File: src/sv/vnsc_pkg.sv
`timescale 1ns / 1ps
// Shared types, widths and register codes for the Voronoi nearest-seed block.
// No dependencies; every other file imports this package.
package vnsc_pkg;

    localparam int NUM_PAIRS  = 4;
    localparam int NUM_LANES  = 8;
    localparam int COORD_W    = 8;
    localparam int COLOR_W    = 15;
    localparam int SEED_W     = 2 * COORD_W + COLOR_W;
    localparam int PAIR_W     = 2 * SEED_W;
    localparam int SQ_W       = 2 * COORD_W;
    localparam int DIST_W     = SQ_W + 1;
    localparam int IDX_W      = 3;
    localparam int CNT_W      = 4;
    localparam int CFG_IDX_W  = 3;
    localparam int PIPE_DEPTH = 6;

    localparam logic [CFG_IDX_W-1:0] REG_SEED_PAIR_A = 3'd0;
    localparam logic [CFG_IDX_W-1:0] REG_SEED_PAIR_B = 3'd1;
    localparam logic [CFG_IDX_W-1:0] REG_SEED_PAIR_C = 3'd2;
    localparam logic [CFG_IDX_W-1:0] REG_SEED_PAIR_D = 3'd3;
    localparam logic [CFG_IDX_W-1:0] REG_SEED_COUNT  = 3'd4;

    typedef struct packed {
        logic [COLOR_W-1:0] color;
        logic [COORD_W-1:0] y;
        logic [COORD_W-1:0] x;
    } t_seed;

    typedef struct packed {
        logic              active;
        logic [DIST_W-1:0] sq_dist;
        logic [IDX_W-1:0]  idx;
    } t_cand;

    typedef struct packed {
        logic s1;
        logic s2;
        logic s3;
    } t_dist_en;

    typedef struct packed {
        logic s4;
        logic s5;
    } t_tree_en;

    // Candidate a always has the lower index, so it wins ties.
    function automatic t_cand pick_nearest(input t_cand a, input t_cand b);
        t_cand r;
        if (a.active && (!b.active || (a.sq_dist <= b.sq_dist))) begin
            r = a;
        end else begin
            r = b;
        end
        return r;
    endfunction

endpackage

File: src/sv/vnsc_dist.sv
`timescale 1ns / 1ps
// One distance lane: absolute differences, squares, and their sum in three stages.
// Depends on vnsc_pkg.
module vnsc_dist import vnsc_pkg::*; (
    input  logic               i_clk,
    input  t_dist_en           i_en,
    input  logic [COORD_W-1:0] i_pixel_x,
    input  logic [COORD_W-1:0] i_pixel_y,
    input  logic [COORD_W-1:0] i_seed_x,
    input  logic [COORD_W-1:0] i_seed_y,
    output logic [DIST_W-1:0]  o_dist
);

    logic [COORD_W-1:0] r_dx, r_dy, n_dx, n_dy;
    logic [SQ_W-1:0]    r_sx, r_sy;
    logic [DIST_W-1:0]  r_dist;

    always_comb begin
        n_dx = (i_seed_x > i_pixel_x) ? (i_seed_x - i_pixel_x) : (i_pixel_x - i_seed_x);
        n_dy = (i_seed_y > i_pixel_y) ? (i_seed_y - i_pixel_y) : (i_pixel_y - i_seed_y);
    end

    always_ff @(posedge i_clk) begin
        if (i_en.s1) begin
            r_dx <= n_dx;
            r_dy <= n_dy;
        end
        if (i_en.s2) begin
            r_sx <= SQ_W'(r_dx) * SQ_W'(r_dx);
            r_sy <= SQ_W'(r_dy) * SQ_W'(r_dy);
        end
        if (i_en.s3) begin
            r_dist <= DIST_W'(r_sx) + DIST_W'(r_sy);
        end
    end

    assign o_dist = r_dist;

endmodule

File: src/sv/vnsc_argmin.sv
`timescale 1ns / 1ps
// Registered reduction tree: eight candidates to four, then four to two.
// Depends on vnsc_pkg.
module vnsc_argmin import vnsc_pkg::*; (
    input  logic                        i_clk,
    input  t_tree_en                    i_en,
    input  t_cand [NUM_LANES-1:0]       i_cand,
    output t_cand [NUM_LANES/4-1:0]     o_cand
);

    t_cand [NUM_LANES/2-1:0] r_l1;
    t_cand [NUM_LANES/4-1:0] r_l2;

    always_ff @(posedge i_clk) begin
        for (int j = 0; j < NUM_LANES / 2; j++) begin
            if (i_en.s4) begin
                r_l1[j] <= pick_nearest(i_cand[2*j], i_cand[2*j+1]);
            end
        end
        for (int j = 0; j < NUM_LANES / 4; j++) begin
            if (i_en.s5) begin
                r_l2[j] <= pick_nearest(r_l1[2*j], r_l1[2*j+1]);
            end
        end
    end

    assign o_cand = r_l2;

endmodule

File: src/sv/voronoi_nearest_seed_color.sv
`timescale 1ns / 1ps
// Top level of the Voronoi nearest-seed color block: seed registers, handshake, output stage.
// Depends on vnsc_pkg, vnsc_dist and vnsc_argmin.

// This block takes one pixel coordinate per beat and returns the color and
// index of the nearest configured seed by squared Euclidean distance, the
// lowest index winning ties. It sustains one pixel per clock while the output
// is not stalled; each result passes through the pipeline in order: three
// stages of per-seed distance (difference, square, sum), two stages of the
// minimum tree, and the output stage, which makes the final comparison and
// looks up the winning seed's color. Every stage holds its own valid bit and
// fills any bubble ahead of it, so a stall on the output stops only as much of
// the pipeline as is full, and the input stall rises only when all six stages
// hold items. Seeds are written through the configuration port, which is
// always ready; writes should be made while no pixel is in flight. A seed
// count of zero is stored as one, and a count above MAX_SEEDS as MAX_SEEDS.
// Writes to indexes past the seed count register are dropped.
module voronoi_nearest_seed_color import vnsc_pkg::*; #(
    parameter int MAX_SEEDS = 8
) (
    input  logic                 i_clk,
    input  logic                 i_rst_n,
    input  logic                 i_valid,
    output logic                 o_stall,
    input  logic [COORD_W-1:0]   i_pixel_x,
    input  logic [COORD_W-1:0]   i_pixel_y,
    output logic                 o_valid,
    input  logic                 i_stall,
    output logic [COLOR_W-1:0]   o_pixel_color,
    output logic [IDX_W-1:0]     o_nearest_index,
    input  logic                 i_cfg_valid,
    output logic                 o_cfg_ready,
    input  logic [CFG_IDX_W-1:0] i_cfg_index,
    input  logic [PAIR_W-1:0]    i_cfg_data
);

    // Configuration registers. The count is kept clamped to 1..MAX_SEEDS.
    logic [PAIR_W-1:0] r_seed_pair [NUM_PAIRS];
    logic [CNT_W-1:0]  r_seed_count;
    logic [CNT_W-1:0]  n_seed_count;

    assign o_cfg_ready = 1'b1;

    always_comb begin
        n_seed_count = i_cfg_data[CNT_W-1:0];
        if (n_seed_count == '0) begin
            n_seed_count = CNT_W'(1);
        end
        if (n_seed_count > CNT_W'(MAX_SEEDS)) begin
            n_seed_count = CNT_W'(MAX_SEEDS);
        end
    end

    always_ff @(posedge i_clk) begin
        if (!i_rst_n) begin
            for (int p = 0; p < NUM_PAIRS; p++) begin
                r_seed_pair[p] <= '0;
            end
            r_seed_count <= CNT_W'(1);
        end else if (i_cfg_valid && o_cfg_ready) begin
            unique case (i_cfg_index)
                REG_SEED_PAIR_A: r_seed_pair[0] <= i_cfg_data;
                REG_SEED_PAIR_B: r_seed_pair[1] <= i_cfg_data;
                REG_SEED_PAIR_C: r_seed_pair[2] <= i_cfg_data;
                REG_SEED_PAIR_D: r_seed_pair[3] <= i_cfg_data;
                REG_SEED_COUNT:  r_seed_count   <= n_seed_count;
                default: begin
                end
            endcase
        end
    end

    // Each pair register holds the even seed in its low half.
    t_seed w_seed [NUM_LANES];

    for (genvar i = 0; i < NUM_LANES; i++) begin : g_seed
        assign w_seed[i] = t_seed'(r_seed_pair[i / 2][(i % 2) * SEED_W +: SEED_W]);
    end

    // Stage control. A stage loads when it is empty or when the stage after
    // it moves on, so bubbles close up even while the output is stalled.
    logic [PIPE_DEPTH:1]   r_vld;
    logic [PIPE_DEPTH+1:1] w_ready;
    logic [PIPE_DEPTH:1]   w_vld_in;

    assign w_ready[PIPE_DEPTH+1] = !i_stall;
    assign w_vld_in[1]           = i_valid;

    for (genvar k = 1; k <= PIPE_DEPTH; k++) begin : g_stage
        assign w_ready[k] = !r_vld[k] || w_ready[k+1];
        if (k > 1) begin : g_chain
            assign w_vld_in[k] = r_vld[k-1];
        end
    end

    always_ff @(posedge i_clk) begin
        if (!i_rst_n) begin
            r_vld <= '0;
        end else begin
            for (int k = 1; k <= PIPE_DEPTH; k++) begin
                if (w_ready[k]) begin
                    r_vld[k] <= w_vld_in[k];
                end
            end
        end
    end

    assign o_stall = !w_ready[1];
    assign o_valid = r_vld[PIPE_DEPTH];

    t_dist_en w_dist_en;
    t_tree_en w_tree_en;

    assign w_dist_en = '{s1: w_ready[1], s2: w_ready[2], s3: w_ready[3]};
    assign w_tree_en = '{s4: w_ready[4], s5: w_ready[5]};

    // Distance lanes. Lanes at or above MAX_SEEDS are never built and never
    // take part in the minimum.
    logic [DIST_W-1:0]       w_dist [NUM_LANES];
    t_cand [NUM_LANES-1:0]   w_cand;

    for (genvar i = 0; i < NUM_LANES; i++) begin : g_lane
        if (i < MAX_SEEDS) begin : g_used
            vnsc_dist u_dist (
                .i_clk     (i_clk),
                .i_en      (w_dist_en),
                .i_pixel_x (i_pixel_x),
                .i_pixel_y (i_pixel_y),
                .i_seed_x  (w_seed[i].x),
                .i_seed_y  (w_seed[i].y),
                .o_dist    (w_dist[i])
            );
            // The user must change the count only while the pipeline is empty (the block
            // does not enforce it), so it is read here rather than carried with the item.
            assign w_cand[i].active = (r_seed_count > CNT_W'(i));
        end else begin : g_unused
            assign w_dist[i]        = '0;
            assign w_cand[i].active = 1'b0;
        end
        assign w_cand[i].sq_dist = w_dist[i];
        assign w_cand[i].idx     = IDX_W'(i);
    end

    t_cand [NUM_LANES/4-1:0] w_half;

    vnsc_argmin u_argmin (
        .i_clk  (i_clk),
        .i_en   (w_tree_en),
        .i_cand (w_cand),
        .o_cand (w_half)
    );

    // Output stage: the last comparison and the color lookup for the winner.
    t_cand              w_best;
    logic [COLOR_W-1:0] r_color;
    logic [IDX_W-1:0]   r_index;

    assign w_best = pick_nearest(w_half[0], w_half[1]);

    always_ff @(posedge i_clk) begin
        if (w_ready[PIPE_DEPTH]) begin
            r_color <= w_seed[w_best.idx].color;
            r_index <= w_best.idx;
        end
    end

    assign o_pixel_color   = r_color;
    assign o_nearest_index = r_index;

endmodule

File: config.mk
export PLATFORM = sky130hd
export DESIGN_NAME = voronoi_nearest_seed_color
export DESIGN_NICKNAME = d
export VERILOG_FILES = /design/src/sv/vnsc_pkg.sv /design/src/sv/vnsc_dist.sv /design/src/sv/vnsc_argmin.sv /design/src/sv/voronoi_nearest_seed_color.sv
export SDC_FILE = /design/constraint.sdc
export NUM_CORES = 2
export LEC_CHECK = 0
export ABC_AREA = 1
export BUFFER_PORTS_ARGS = -buffer_cell sky130_fd_sc_hd__buf_4
export CELL_PAD_IN_SITES_DETAIL_PLACEMENT = 1
export CELL_PAD_IN_SITES_GLOBAL_PLACEMENT = 2
export CORE_MARGIN = 3
export CORE_UTILIZATION = 43
export CTS_CLUSTER_SIZE = 14
export DETAILED_ROUTE_END_ITERATION = 16
export PLACE_DENSITY_LB_ADDON = 0.1
export SKIP_CTS_REPAIR_TIMING = 1
export SLEW_MARGIN = 10
export SYNTH_ARGS = -nofsm -noshare
export SYNTH_HDL_FRONTEND = slang
export SYNTH_HIERARCHICAL = 1
export SYNTH_SLANG_ARGS = --single-unit
File: constraint.sdc
create_clock -name i_clk -period 35.8 [get_ports i_clk]
set_clock_uncertainty 0.1 [all_clocks]
set_input_delay 1.79 -clock i_clk [delete_from_list [all_inputs] [get_ports i_clk]]
set_output_delay 1.79 -clock i_clk [all_outputs]
set_load 0.02 [all_outputs]
==> run metrics <==
outcome=finished clean; synthesized-area fraction occupied by and/or/nand/nor cells=23.7%; RD Place Congestion=0.869; DRC viols=0; CTS tree=built; Post-Synth Adder-Cell Area=24.3%; critical path's slowest cell=inv_2; I/O Pins=107; GRT Total Usage=24.4%; slew of the pin with the lowest slew margin=1060 ps; CP arrival=5930 ps; worst setup margin=27980 ps; grt peak-use layer=met2; Post-DRT Antenna Nets=0; DP Worst Slack=27920 ps; Worst Path Buf+Inv=7; max-cap violations=0; crit-path max FO=112; NumNets Final=12400; startpoint types=primary input; first-pass GRT wire length=391 mm; root buffer cell=clkbuf_16; DR pass1 iterations=5; Mapped Cells=10900; relative slew slack=29.2%; Clock transition at path regs=60 ps; Synth Area in XOR/XNOR=3.72%; die height=451 microns; initial core utilization=43.4%; largest net degree at the start of global routing=113; Synth async-reset ratio=0%; CP max stage delay=720 ps; M2 GR Usage=41.5%; Final Slew Violations=0; post-layout min period=7820 ps; met3 Use GR=2.33%; CP top delay family=buffers and inverters; CP Class=in -> out; grt met1 use=34.1%; yosys warns=6; period utilization=21.8%; synthesized area=0.0850 sq mm; sequential share of the synthesized area=31.9%; RSZ-0062 raised after global routing=no; number of flops mapped to enable cells by yosys=896; grt total ovfl=0; setup TNS=0 ps; Avg Cell Area, Syn=7.82 sq um; via count=67200; vias per cell=4.94; vias in the first global route=70500; Max Fclk=128 MHz; initial antenna violation count=18; Num CTS Buffers=110; Setup crit end kind=primary output; Port Buf Inserts=105; largest family of logic cells by synthesized area=adder cells; Die ar.=0.203 sq mm; Sink Count=906; Min Hold Slack=394 ps; Worst-Skew Late Latency=770 ps; min-delay worst type=reg -> reg; Detailed Route WL=248 mm; Cell Chain, Critical Path=buf_4, nand2_1, buf_4, nor2_1, inv_2, nor2_1, clkinv_2, nor2_1, inv_6, nor2_1, inv_8, nor2_1, buf_4; dpl hpwl=204 mm; CP Data Required Time=33910 ps; synth-to-layout area growth=8.23%; Yosys reg bits=906; Clock Tree Buf Depth=3; endpoints failing setup=0; compound-gate portion of the synthesized area=3.26%; Crit path top cell by count=nor2_1; row count=162; H-tree levels=3; final hold vios=0; synth unique cells=44; ys flop type=edfxtp_1; WL/cell=18.2 microns; Die X=451 microns; ratio of cells with drive above 1 in the final layout=4.71%; mux cell area share after synthesis=0.121%; core area=0.196 sq mm; initial drt markers=3292
==> per-stage QoR <==
step	instance area, sq um	cells	utilization, %
CTS	92000	13600	47.0
global route	92000	13600	47.0
finish	92000	13600	47.0
detailed placement	88200	13400	45.0
floorplan	85100	10900	-
global placement	88200	13400	45.0
==> synthesized netlist by cell type (all sizes together) (26+ instances only) <==
cell    count  area share (%)
buf        90            0.78
fa        432              10
nor3       33            0.20
a21o       30            0.26
inv      2610              12
xor2      241             2.5
o21ai      87            0.74
edfxtp    896              32
nand2    3089              14
clkbuf    154            0.68
nor2      769             3.5
xnor2     120             1.2
nand3     773             4.8
ha        959              14
or2        50            0.37
o21bai     26            0.23
nand4     132            0.97
a21oi     335             2.0
==> final timing paths <==
check                               from  slack [ps]                         endpoint  cells past startpoint
worst max-delay path             i_stall       27980                          o_stall                     13
worst min-delay path            r_vld[4]         390                         r_vld[5]                      2
worst max register to register  r_vld[6]       29710  g_lane[3].g_used.u_dist/r_dy[5]                     13
worst min register to register  r_vld[4]         390                         r_vld[5]                      2
==> worst register-to-register path, cell delays in order, from the launching register on <==
cell      delay (ps)
dfxtp_1          320
nand2_1           80
buf_4            420
nor2_1           160
inv_2            720
nor2_1           130
clkinv_2         430
nor2_1           180
inv_6            500
nor2_1           260
inv_8            610
nor2_1           300
inv_6            530
buf_4            840
==> flip-flops by register name, indices dropped and copies added, names as in the netlist <==
signal,cells
r_seed_pair,248
g_lane.g_used.u_dist/o_dist,136
g_lane.g_used.u_dist/r_sx,120
g_lane.g_used.u_dist/r_sy,120
u_argmin/r_l1,84
g_lane.g_used.u_dist/r_dx,64
g_lane.g_used.u_dist/r_dy,64
u_argmin/o_cand,42
o_pixel_color,15
r_vld,6
r_seed_count,4
o_nearest_index,3
==> layout make-up <==
| cell class | count | area [sq um] |
|---|---|---|
| diodes | 7 | 17.5 |
| clock inverters | 76 | 945 |
| well taps | 2624 | 3280 |
| flip-flops and latches | 906 | 27100 |
| fillers | 24100 | 104000 |
| repair buffers | 132 | 991 |
| multi-input cells | 7137 | 47000 |
| clock buffers | 128 | 2840 |
| inverters | 2610 | 9820 |
==> layer usage <==
metal | share of wire [%] | routed length (microns)
met5 | 0 | 0
met2 | 47 | 117000
met4 | 1.9 | 4650
met1 | 48 | 118000
met3 | 3.0 | 7540
==> cell usage in the layout (no fill, tap or decap), drive strengths merged, types with 14 or more instances in the layout <==
cell type / n
nor3: 33
o21bai: 26
nand3: 773
nor2: 769
clkbuf: 128
nand4: 132
conb: 25
a21oi: 335
fa: 432
inv: 2619
buf: 132
xor2: 241
o21ai: 87
or2: 50
a21o: 30
edfxtp: 896
nand2: 3089
clkinv: 37
ha: 959
clkinvlp: 16
bufinv: 14
xnor2: 120
==> cells by family after synthesis <==
logic type,after synthesis
simple gates,4867
buf+inv,2854
fa+ha+maj,1391
flops,906
compound gates,484
xor+xnor,361
mux,9
other cells,2
Power is not shown: default switching activity piles up to over one toggle a cycle in this logic, so the estimate is an artifact.
